### src/rtl/core/ikc_pkg.sv
package ikc_pkg;

  // image geometry and kernel limits
  localparam int MAX_WIDTH    = 1024;
  localparam int MAX_HEIGHT   = 4096;
  localparam int MAX_KERNEL   = 11;
  localparam int NUM_CHANNELS = 4;
  localparam int COEF_DEPTH   = MAX_KERNEL * MAX_KERNEL;
  localparam int LINE_DEPTH   = MAX_KERNEL * MAX_WIDTH;
  localparam int KMAX_ODD     = MAX_KERNEL - ((MAX_KERNEL % 2 == 0) ? 1 : 0);

  // field widths
  localparam int REQ_W  = 2;
  localparam int CI_W   = 7;
  localparam int PIX_W  = 8;
  localparam int COEF_W = 16;
  localparam int ROW_W  = 12;
  localparam int COL_W  = 10;
  localparam int FW_W   = 11;
  localparam int FH_W   = 13;
  localparam int KS_W   = 4;
  localparam int NC_W   = 3;
  localparam int WORD_W = NUM_CHANNELS * PIX_W;
  localparam int SLOT_W = $clog2(MAX_KERNEL);
  localparam int LINE_AW = $clog2(LINE_DEPTH);
  localparam int ACC_W  = PIX_W + COEF_W + $clog2(COEF_DEPTH);

  // request codes
  localparam logic [REQ_W-1:0] REQ_COEF  = 2'd0;
  localparam logic [REQ_W-1:0] REQ_PIXEL = 2'd1;
  localparam logic [REQ_W-1:0] REQ_DRAIN = 2'd2;

  // register indexes
  localparam int CFG_IDX_W = 3;
  localparam int CFG_DATA_W = FH_W;
  localparam logic [CFG_IDX_W-1:0] CFG_WIDTH    = 3'd0;
  localparam logic [CFG_IDX_W-1:0] CFG_HEIGHT   = 3'd1;
  localparam logic [CFG_IDX_W-1:0] CFG_KSIZE    = 3'd2;
  localparam logic [CFG_IDX_W-1:0] CFG_CHANNELS = 3'd3;

  typedef struct packed {
    logic [REQ_W-1:0]  req_type;
    logic [CI_W-1:0]   coef_index;
    logic [COEF_W-1:0] coef_value;
    logic [PIX_W-1:0]  in_ch0;
    logic [PIX_W-1:0]  in_ch1;
    logic [PIX_W-1:0]  in_ch2;
    logic [PIX_W-1:0]  in_ch3;
  } ikc_req_t;

  typedef struct packed {
    logic [PIX_W-1:0] out_ch0;
    logic [PIX_W-1:0] out_ch1;
    logic [PIX_W-1:0] out_ch2;
    logic [PIX_W-1:0] out_ch3;
    logic [ROW_W-1:0] out_row;
    logic [COL_W-1:0] out_col;
    logic             last_of_run;
    logic             frame_done;
  } ikc_rsp_t;

  // one kernel tap travelling along the cell row
  typedef struct packed {
    logic [WORD_W-1:0] word;
    logic [COEF_W-1:0] coef;
    logic              act;
    logic              ok;
    logic              first;
    logic              last;
  } ikc_tap_t;

endpackage

### src/rtl/core/ikc_cell.sv
module ikc_cell import ikc_pkg::*; (
  input  logic             clk,
  input  logic             rst,
  input  ikc_tap_t         tap_in,
  output ikc_tap_t         tap_out,
  output logic [ACC_W-1:0] acc,
  output logic             done
);

  logic [PIX_W+COEF_W-1:0] prod;

  // low byte is this cell's channel, the rest moves on shifted down
  always_ff @(posedge clk) begin
    tap_out.word  <= tap_in.word >> PIX_W;
    tap_out.coef  <= tap_in.coef;
    tap_out.ok    <= tap_in.ok;
    tap_out.first <= tap_in.first;
    tap_out.last  <= tap_in.last;
    prod <= tap_in.ok ? (PIX_W+COEF_W)'(tap_in.word[PIX_W-1:0]) *
                        (PIX_W+COEF_W)'(tap_in.coef) : '0;
    if (tap_out.act) begin
      acc <= tap_out.first ? ACC_W'(prod) : acc + ACC_W'(prod);
    end
    if (rst) begin
      tap_out.act <= 1'b0;
      done        <= 1'b0;
    end else begin
      tap_out.act <= tap_in.act;
      done        <= tap_out.act & tap_out.last;
    end
  end

endmodule

### config.mk
export PLATFORM = sky130hd
export DESIGN_NAME = ikc_cell
export DESIGN_NICKNAME = d
export VERILOG_FILES = /design/src/rtl/core/ikc_pkg.sv /design/src/rtl/core/ikc_cell.sv
export SDC_FILE = /design/constraint.sdc
export NUM_CORES = 1
export LEC_CHECK = 0
export BUFFER_PORTS_ARGS = -buffer_cell sky130_fd_sc_hd__buf_2
export CORE_UTILIZATION = 44
export DETAILED_ROUTE_END_ITERATION = 8
export PLACE_DENSITY = 0.71
export SLEW_MARGIN = 30
export SYNTH_ARGS = -nofsm -noshare
export SYNTH_HDL_FRONTEND = slang
export SYNTH_SLANG_ARGS = --single-unit
### constraint.sdc
create_clock -name clk -period 7.6 [get_ports clk]
set_input_delay 0.76 -clock clk [delete_from_list [all_inputs] [get_ports clk]]
set_output_delay 0.76 -clock clk [all_outputs]
set_load 0.005 [all_outputs]
; ---- Word level (Yosys, flattened, before mapping)
; Index checks and enable logic that the tools add are counted.
[word_totals]
elab_cells = 14
inputBits = 54
reg_bits = 100
[classes]
n_mul = 1
n_mux = 1
add_sub_neg = 1
bitwise_logic = 1
[ops]
columns = op, count
row1 = $add 31x24->31, 1
row2 = $mul 8x16->24, 1
row3 = $mux 24, 1
row4 = $and 1x1->1, 1

; ---- Logic depth before layout (Yosys ltp)
; Gate-level depths: netlist (run 1).
[logic_depth]
ltp_word = 2
mapped_depth = 18
ltp_nobuf = 17

; ---- Worst setup path before layout (run 1)
; No wires, ideal clock.
[synth_timing]
path_kind = input port to flip-flop
from = input tap_in[23] in the netlist's numbering
to = register prod[14]
arrival_time_ns = 4.781
t_required_ns = 7.470
path_buffers = 1
slack_ns = 2.689
path_stages = 16
cell_sequence = clkbuf_1 -> and2_1 -> fa_1 -> fa_1 -> inv_1 -> fa_1 -> fa_1 -> inv_1 -> ha_1 -> a21o_1 -> a2111oi_2 -> a21oi_2 -> a221oi_4 -> a21boi_1 -> nor3_1 -> nor3_2
[synth_via]
elab_chain_cells = 1
[synth_lines]
columns = element, line_no
row1 = "start, declared", ikc_cell.sv:4  ; input ikc_tap_t tap_in,
row2 = $mul 8x16->24, ikc_cell.sv:19  ; prod <= tap_in.ok ? (PIX_W+COEF_W)'(tap_in.word[PIX_W-1:0]) *
row3 = "end signal, assigned", ikc_cell.sv:19
row4 = "end, declared", ikc_cell.sv:10  ; logic [PIX_W+COEF_W-1:0] prod;
; No other way between the ends.
; A chain may end at the register's enable or synchronous reset.

; ---- Final worst setup path (run 1)
[layout_timing]
from = input tap_in[24] in the netlist's numbering
to = register prod[14]
; The elaborated chain is that of the path after synthesis.

==> impl_metrics.toml, run 1 <==
[run_status]
status = "complete, no violations"

[route]
drc = 0
antenna_left = 0
vias_per_cell = 5.115
via_count = 6286
drt_iter0_drc = 264
wl_um = 17580
firstDrtPassIters = 4
routedWlPerCell_um = 14.30

[clock_tree]
cts_tree = "built"
cts_resized = 0
htreeDepth = 3
clk_latency_ns = 0.36
cts_sinks = 100
cts.clk_slew.worst_paths_ns = 0.07
cts_setup_buffers = 0
root_buffer = "clkbuf_16"
clockBufferDepth = 2
numCtsBuffers = 9
hold_buffers = 0

[sta]
drv_slew = 0
setup_viol = 0
fin_ws_ns = 2.668
max_slew_margin_pct = 58.05
min_period_ns = 4.932
hold_viol = 0
tns_ns = 0
finalCritPeriodShare_pct = 64.90
tightest_slew_ns = 0.6285
max_clock_freq_mhz = 202.7
rsz0062_at_grt = "false"
fin_worst_skew_ns = 0.01395

[setup_path]
ff2ff_setup_slack_ns = 4.90
crit_required_ns = 7.82
worstPathArrival_ns = 5.15
reg2regPathDepth = 8
r2r-start = "acc[14]"
cp-endpoint = "prod[14]"
critPathLaunch = "tap_in[24]"
crit_path_end_kind = "flop"
r2r-end = "acc[25]"
crit_fanout = 16
criticalPathCategory = "in2reg"
worstSetupStartpointType = "input port"

[floorplan]
io_pins = 138
start_util_pct = 45.60
die_y_um = 139.6
row_count = 49
dieArea_mm2 = 0.01949
coreArea_mm2 = 0.01827
die_x_um = 139.6

[layout]
area_growth_pct = 13.77
final_common_cell = "buf_2"
fin_nets = 1202
drive_above_1_share_pct = 16.30
n_antenna_cell = 0
register_area_mm2 = 0.002312
multi_input_area_mm2 = 0.005448
fillers = 1714
final_cell_mix = "129 x buf_2, 120 x inv_1, 105 x and2_1, 85 x fa_1, 75 x nand2_1"

[synth]
synth.distinct_cells = 67
yosys_warnings = 0
ys_seq_elements = 100
yosys_most_used_dff = "dfxtp_1"
syn_avg_cell_area_um2 = 9.521
ys_async_sr_fraction_pct = 0
syn_area_mm2 = 0.008330
netlist_instances = 875
ys_seq_area_share_pct = 27.76
synth_edf_count = 31

[power]
p_int_mw = 1.639
combPwrFrac_pct = 59.3
p_leak_nw = 4.623
seqPwrFrac_pct = 24.4
p_per_area_mw_per_mm2 = 306.8
p_sw_share_pct = 43.62
power_frac_clock_pct = 16.3
power_switching_mw = 1.268
power_mw = 2.907
peakVddDrop_mv = 0.1795

[grt]
grt.overflow.total = 0
track_usage_pct = 18.52
grt_max_degree = 52
grt_pass1_wl_um = 29060
antenna_found_initial = 0
grt_pass1_vias = 5998

[place]
pre_cts_ws_ns = 2.324
hpwl_um = 13750
port_buffers = 129
gp_congestion = 0.8578

[run]
maxCapViolCount = 0

[worst_hold_path]
hold_class = "reg2reg"
[power by group through the flow]
stage | clock network [mW] | logic, mW | registers [mW]
5_1_grt | 0.517 | 1.96 | 0.718
3_3_place_gp | 0 | 1.68 | 0.720
6_report | 0.475 | 1.72 | 0.709
2_1_floorplan | 0 | 1.36 | 0.710
4_1_cts | 0.495 | 1.72 | 0.710
3_5_place_dp | 0 | 1.71 | 0.722
[registers in the layout, indices dropped and copies added (netlist names)]
name	flops
prod	24
done	1
tap_out	44
acc	31
[area by class of cell]
cell class | count | share of cell area [%]
multi-input cells | 632 | 57.48
clock buffers | 9 | 2.376
flip-flops and latches | 100 | 24.40
well taps | 229 | 3.023
clock inverters | 7 | 0.9637
inverters | 121 | 4.792
repair buffers | 131 | 6.970
[how the worst min path moves through the flow]
stage / startpoint / endpoint / slack [ns] / cells after the start
2_1_floorplan: tap_out[0] / done / 0.43 / 2
3_3_place_gp: tap_out[0] / done / 0.42 / 2
3_5_place_dp: tap_out[0] / done / 0.43 / 2
4_1_cts: tap_out[0] / done / 0.44 / 2
5_1_grt: tap_out[0] / done / 0.45 / 2
6_report: tap_out[0] / done / 0.44 / 2
[synth_stat cells (3+ instances only)]
cell type / count / area, um^2
a21boi_0: 5 / 37.54
a21o_1: 23 / 172.7
a21oi_1: 46 / 230.2
a31oi_1: 5 / 31.28
and2_1: 105 / 656.9
and3_1: 10 / 62.56
buf_2: 3 / 15.01
buf_4: 8 / 60.06
clkbuf_1: 18 / 67.56
dfxtp_1: 69 / 1381
edfxtp_1: 31 / 930.9
fa_1: 85 / 1702
ha_1: 68 / 850.8
inv_1: 120 / 450.4
mux2i_1: 3 / 30.03
nand2_1: 75 / 281.5
nand2b_1: 4 / 25.02
nand3_1: 9 / 45.04
nand3b_1: 4 / 30.03
nand4_1: 4 / 25.02
nor2_1: 33 / 123.9
nor2b_1: 4 / 25.02
nor3_1: 9 / 45.04
nor3b_1: 3 / 22.52
o211a_1: 3 / 30.03
o211ai_1: 5 / 37.54
o21a_1: 5 / 37.54
o21ai_0: 37 / 185.2
o31ai_1: 3 / 22.52
or3_1: 8 / 50.05
xnor2_1: 12 / 105.1
xor2_1: 17 / 148.9
[routing by layer]
layer | GRT usage [%] | vias up | wire length (um)
li1 | - | 3111 | -
met1 | 25.09 | 2983 | 8391
met2 | 30.15 | 178 | 8061
met3 | 4.267 | 14 | 970
met4 | 4.106 | 0 | 157
met5 | 0 | - | 0
[critical path: stages]
cell       delay (ns)
buf_2            0.19
and2_1           0.21
fa_1             0.48
fa_1             0.56
inv_1            0.05
fa_1             0.46
fa_1             0.54
inv_1            0.04
ha_1             0.34
a21o_1           0.19
a2111oi_2        0.39
a21oi_2          0.15
a221oi_4         0.38
a21boi_1         0.15
nor3_1           0.20
nor3_2           0.06
[stage by stage]
stage	util, %	hold WS (ns)	std cells	area (um^2)
2_1_floorplan	-	0.4261	882	8357
3_3_place_gp	50.14	0.4188	1213	9161
3_5_place_dp	50.14	0.4327	1213	9161
4_1_cts	51.88	0.4440	1229	9478
5_1_grt	51.88	0.4483	1229	9478
6_report	51.88	0.4374	1229	9478
[cell families after synthesis]
family | count (synthesis) | synth area share [%]
AND/OR/NAND/NOR | 278 | 17.77
AO/OA/AOI/OAI | 159 | 12.95
adder cells (fa/ha/maj) | 153 | 30.64
buffers and inverters | 150 | 7.164
flip-flops | 100 | 27.76
XOR/XNOR | 29 | 3.049
multiplexers | 5 | 0.6308
other | 1 | 0.04502
(Power assumes the default switching activity.)
==> run 2: changes to the inputs <==
PLACE_DENSITY = 0.73   (was 0.71)
clock period = 4.42 ns   (was 7.6 ns; I/O delays follow)
==> run 2 against run 1 <==
Against the previous run:
- die area stayed put
- cell count rose by 5.9%
- clock skew is 0.0087 ns lower
- worst setup slack got worse by 2.6 ns
- critical path type unchanged
- largest power group unchanged
- global-route usage grew 0.68 points
- highest routed layer unchanged
- clock-buffer cell count up 1
==> impl_metrics.toml, run 2 (same netlist as run 1, synthesis figures left out) <==
[run_status]
status = "complete, no violations"

[grt]
track_usage_pct = 19.20
grt_pass1_wl_um = 30260
grt_max_degree = 33
grt_pass1_vias = 6488
antenna_found_initial = 0
grt.overflow.total = 0

[layout]
drive_above_1_share_pct = 23.11
fillers = 1680
final_common_cell = "buf_2"
largest_reg_flops = 44
area_growth_pct = 21.33
fin_nets = 1275
final_cell_area_mm2 = 0.01011
largest-register = "tap_out"
n_antenna_cell = 0
largestRegisters = "tap_out: 44 flops, acc: 31 flops, prod: 24 flops"
final_cell_mix = "125 x buf_2, 120 x inv_1, 103 x and2_1, 84 x fa_1"

[floorplan]
start_util_pct = 45.60
row_count = 49
die_y_um = 139.6
dieArea_mm2 = 0.01949
die_x_um = 139.6
io_pins = 138
coreArea_mm2 = 0.01827

[clock_tree]
cts_tree = "built"
clockBufferDepth = 2
htreeDepth = 3
numCtsBuffers = 9
clk_latency_ns = 0.36
cts_sinks = 100
hold_buffers = 0
root_buffer = "clkbuf_16"
cts.clk_slew.worst_paths_ns = 0.07

[route]
firstDrtPassIters = 4
vias_per_cell = 4.945
wl_um = 17970
drc = 0
drt_iter0_drc = 250
via_count = 6439
antenna_left = 0
routedWlPerCell_um = 13.80

[setup_path]
slowest_delay_ns = 0.54
crit_fanout = 12
ff2ff_setup_slack_ns = 1.66
cp.depth = 18
worstSetupStartpointType = "input port"
crit_path_end_kind = "flop"
reg2regPathDepth = 10
worstPathCellList = "clkbuf_4 > buf_4 > and2_1 > fa_1 > inv_1 > fa_1 > inv_1 > fa_1 > inv_1 > fa_1 > inv_1 > ha_1 > a21oi_1 > o21ai_0 > nor3_1 > a21oi_2 > o31a_1 > mux2i_1"
crit_required_ns = 4.67
path_buf_inv = 6
worstPathArrival_ns = 4.58
criticalPathCategory = "in2reg"
r2r-start = "acc[0]"
cpMaxStageDelayCell = "fa_1"
r2r-end = "acc[26]"
critPathTopFamily = "adder cells"

[power]
p_leak_nw = 4.970
p_per_area_mw_per_mm2 = 547.6
power_mw = 5.534
peakVddDrop_mv = 0.2816

[worst_hold_path]
hold_class = "in2reg"
min_to = "tap_out[32]"
whs_path_depth = 1
hp-start = "tap_in[40]"

[place]
hpwl_um = 14390
gp_congestion = 0.9250
port_buffers = 129
postPlaceCellArea_mm2 = 0.009769
pre_cts_ws_ns = -0.2640

[sta]
max_clock_freq_mhz = 231.0
tightest_slew_ns = 0.8956
tns_ns = 0
max_slew_margin_pct = 40.21
whs_ns = 0.1784
finalCritPeriodShare_pct = 97.95
fin_worst_skew_ns = 0.005284
fin_ws_ns = 0.09066
drv_slew = 0
setup_viol = 0
min_period_ns = 4.329
hold_viol = 0

[run]
maxCapViolCount = 0
## run 2: cell count changes in the layout (fill, tap and decap cells not counted), sizes merged
| cell | before | now |
|---|---|---|
| buf | 131 | 200 |
| clkbuf | 9 | 14 |
| inv | 122 | 123 |
| clkinv | 6 | 2 |
| clkinvlp | 0 | 2 |
## run 2: worst reg2reg max path: stages, from the launching register on
cell and delay [ns]:
edfxtp_1 0.38, ha_1 0.19, inv_1 0.06, fa_1 0.41, nand2b_1 0.20, a21oi_1 0.23
o21ai_2 0.15, a31oi_4 0.25, a41oi_4 0.20, or3_1 0.35, a21oi_1 0.18
## run 2: final cells by class
cell class	instances	area, um^2	share of cell area, %
clock buffers	10	239.0	2.364
flip-flops and latches	100	2312	22.88
inverters	121	454.2	4.494
well taps	229	286.5	2.835
multi-input cells	632	5552	54.93
clock inverters	6	45.04	0.4457
repair buffers	204	1219	12.06
## run 2: power breakdown
| part | internal, mW | leakage (nW) | switching, mW |
|---|---|---|---|
| clock | 0.402 | 0.135 | 0.374 |
| combinational | 1.70 | 3.96 | 1.83 |
| sequential | 1.13 | 0.876 | 0.0873 |
| total | 3.24 | 4.97 | 2.29 |
## run 2: timing repair
action,in CTS,in global routing
setup endpoints to repair,0,8
gates resized for setup,0,11
buffers inserted,0,2
## run 2: worst max-delay path by stage
stage	end	start
6_report	prod[23]	tap_in[26]
5_1_grt	prod[23]	tap_in[26]
4_1_cts	prod[14]	tap_in[23]
3_5_place_dp	prod[14]	tap_in[24]
3_3_place_gp	prod[14]	tap_in[24]
2_1_floorplan	prod[20]	tap_in[25]
## run 2: through the flow
step           instances  utilization, %
3_5_place_dp        1284           53.47
6_report            1302           55.32
2_1_floorplan        882               -
5_1_grt             1302           55.32
3_3_place_gp        1284           53.47
4_1_cts             1300           55.03
## run 2: per-layer routing
metal,wire [um],global-route usage [%]
met2,8520,33.06
met1,8454,25.18
met3,746,2.374
met5,0,0
met4,249,5.957
==> run 3: changes to the inputs <==
CORE_MARGIN = 5   (was unset)
PLACE_DENSITY = 0.7   (was 0.73)
==> run 3 against run 2 <==
Against the previous run:
- flip-flop and latch count stayed put
- largest power group unchanged
- highest routed layer unchanged
- cell count is 0.46% higher
- power is 0.23% lower
- global-route usage is 2.1 points lower
==> impl_metrics.toml, run 3 (same netlist as run 1, synthesis figures left out) <==
[layout]
largest-register = "tap_out"
multi_input_area_mm2 = 0.005535
n_antenna_cell = 0
final_cells = 1308
area_growth_pct = 21.70
fin_nets = 1276
fillers = 1716
final_common_cell = "buf_2"
largest_reg_flops = 44
register_area_mm2 = 0.002312
final_cell_mix = "126 x buf_2, 120 x inv_1, 103 x and2_1, 84 x fa_1, 76 x buf_4"
drive_above_1_share_pct = 23.09
largestRegisters = "tap_out: 44 flops, acc: 31 flops, prod: 24 flops"

[setup_path]
crit_fanout = 11
crit_top_cell = "fa_1"
worstPathArrival_ns = 4.50
crit_path_end_kind = "flop"
worstSetupStartpointType = "input port"
criticalPathCategory = "in2reg"
slowest_delay_ns = 0.53
cpMaxStageDelayCell = "fa_1"
worstPathCellList = "clkbuf_4 > and2_1 > fa_2 > fa_1 > inv_1 > fa_1 > fa_1 > inv_1 > ha_4 > a21o_1 > a2111oi_4 > a21oi_2 > a221oi_4 > a21boi_1 > nor3_2 > nor3_2"
crit_required_ns = 4.67

[sta]
rsz0062_at_grt = "true"
hold_viol = 0
min_period_ns = 4.249
fin_worst_skew_ns = 0.004226
max_slew_margin_pct = 55.20
tns_ns = 0
tightest_slew_ns = 0.6711
setup_viol = 0
drv_slew = 0
finalCritPeriodShare_pct = 96.12
max_clock_freq_mhz = 235.4

[route]
via_count = 6416
routedWlPerCell_um = 13.88
vias_per_cell = 4.905
antenna_left = 0
drt_iter0_drc = 260
firstDrtPassIters = 4
wl_um = 18150
drc = 0

[clock_tree]
cts.clk_slew.worst_paths_ns = 0.07
cts_setup_buffers = 0
hold_buffers = 0
root_buffer = "clkbuf_16"
clockBufferDepth = 2
clk_latency_ns = 0.35
cts_sinks = 100
cts_tree = "built"
htreeDepth = 3
cts_resized = 0
numCtsBuffers = 9

[floorplan]
start_util_pct = 44.68
coreArea_mm2 = 0.01864
dieArea_mm2 = 0.02178
row_count = 50
io_pins = 138
die_x_um = 147.6
die_y_um = 147.6

[grt]
grt_max_degree = 52
grt.overflow.total = 0
grt_pass1_vias = 6487
antenna_found_initial = 0
grt_pass1_wl_um = 30970
track_usage_pct = 17.10

[place]
hpwl_um = 14850
dp.cells = 1292
gp_congestion = 0.9031
port_buffers = 129

[power]
p_per_area_mw_per_mm2 = 544.6
p_leak_nw = 4.996
peakVddDrop_mv = 0.3426

[run]
maxCapViolCount = 0

[worst_hold_path]
hold_class = "in2reg"

[run_status]
status = "complete, no violations"
-- run 3: changes by cell type in the layout (fill, tap and decap cells not counted), sizes merged --
cell / delta
buf: +2
bufinv: +1
clkinv: +2
clkinvlp: -2
clkbuf: -1
inv: -1
-- run 3: final timing paths --
| check | from | end | slack, ns | cells past startpoint |
|---|---|---|---|---|
| worst max-delay path | tap_in[24] | prod[14] | 0.17 | 16 |
| worst min-delay path | tap_in[0] | tap_out[0] | 0.18 | 1 |
| worst min register to register | tap_out[0] | done | 0.44 | 2 |
| worst max register to register | acc[0] | acc[30] | 1.72 | 10 |
-- run 3: layout make-up --
type	count	share of cell area (%)
multi-input cells	632	54.60
well taps	234	2.888
clock buffers	10	2.357
clock inverters	6	0.8022
inverters	121	4.480
flip-flops and latches	100	22.81
repair buffers	205	12.07
-- run 3: layer usage --
| metal | part of all wire (%) | GRT usage, % | vias to the layer above | routed length, um |
|---|---|---|---|---|
| li1 | - | - | 3259 | - |
| met1 | 49 | 23.72 | 3013 | 8840 |
| met2 | 46 | 28.01 | 127 | 8381 |
| met3 | 4.0 | 3.342 | 17 | 729 |
| met4 | 1.1 | 3.541 | 0 | 198 |
| met5 | 0 | 0 | - | 0 |
-- run 3: where the power goes --
part	switching [mW]	leakage [nW]	total (mW)	internal, mW
combinational	1.81	3.96	3.46	1.65
sequential	0.0843	0.876	1.22	1.13
clock	0.375	0.156	0.841	0.466
-- run 3: metrics by stage --
step	power [mW]	hold slack [ns]	area (um^2)	setup WS [ns]	utilization [%]
3_3_place_gp	4.604	0.4160	9798	-0.2026	52.56
3_5_place_dp	4.662	0.4315	9798	-0.2830	52.56
6_report	5.521	0.1845	10140	0.1714	54.38
5_1_grt	6.097	0.1579	10140	-0.02257	54.38
2_1_floorplan	3.701	0.4261	8484	0.005464	-
4_1_cts	5.540	0.1654	10120	0.08921	54.28
-- run 3: critical path, delay by kind of cell --
family / cells / cell delay (ns)
buf+inv: 3 / 0.28
fa+ha+maj: 5 / 2.12
compound gates: 5 / 1.17
simple gates: 3 / 0.48
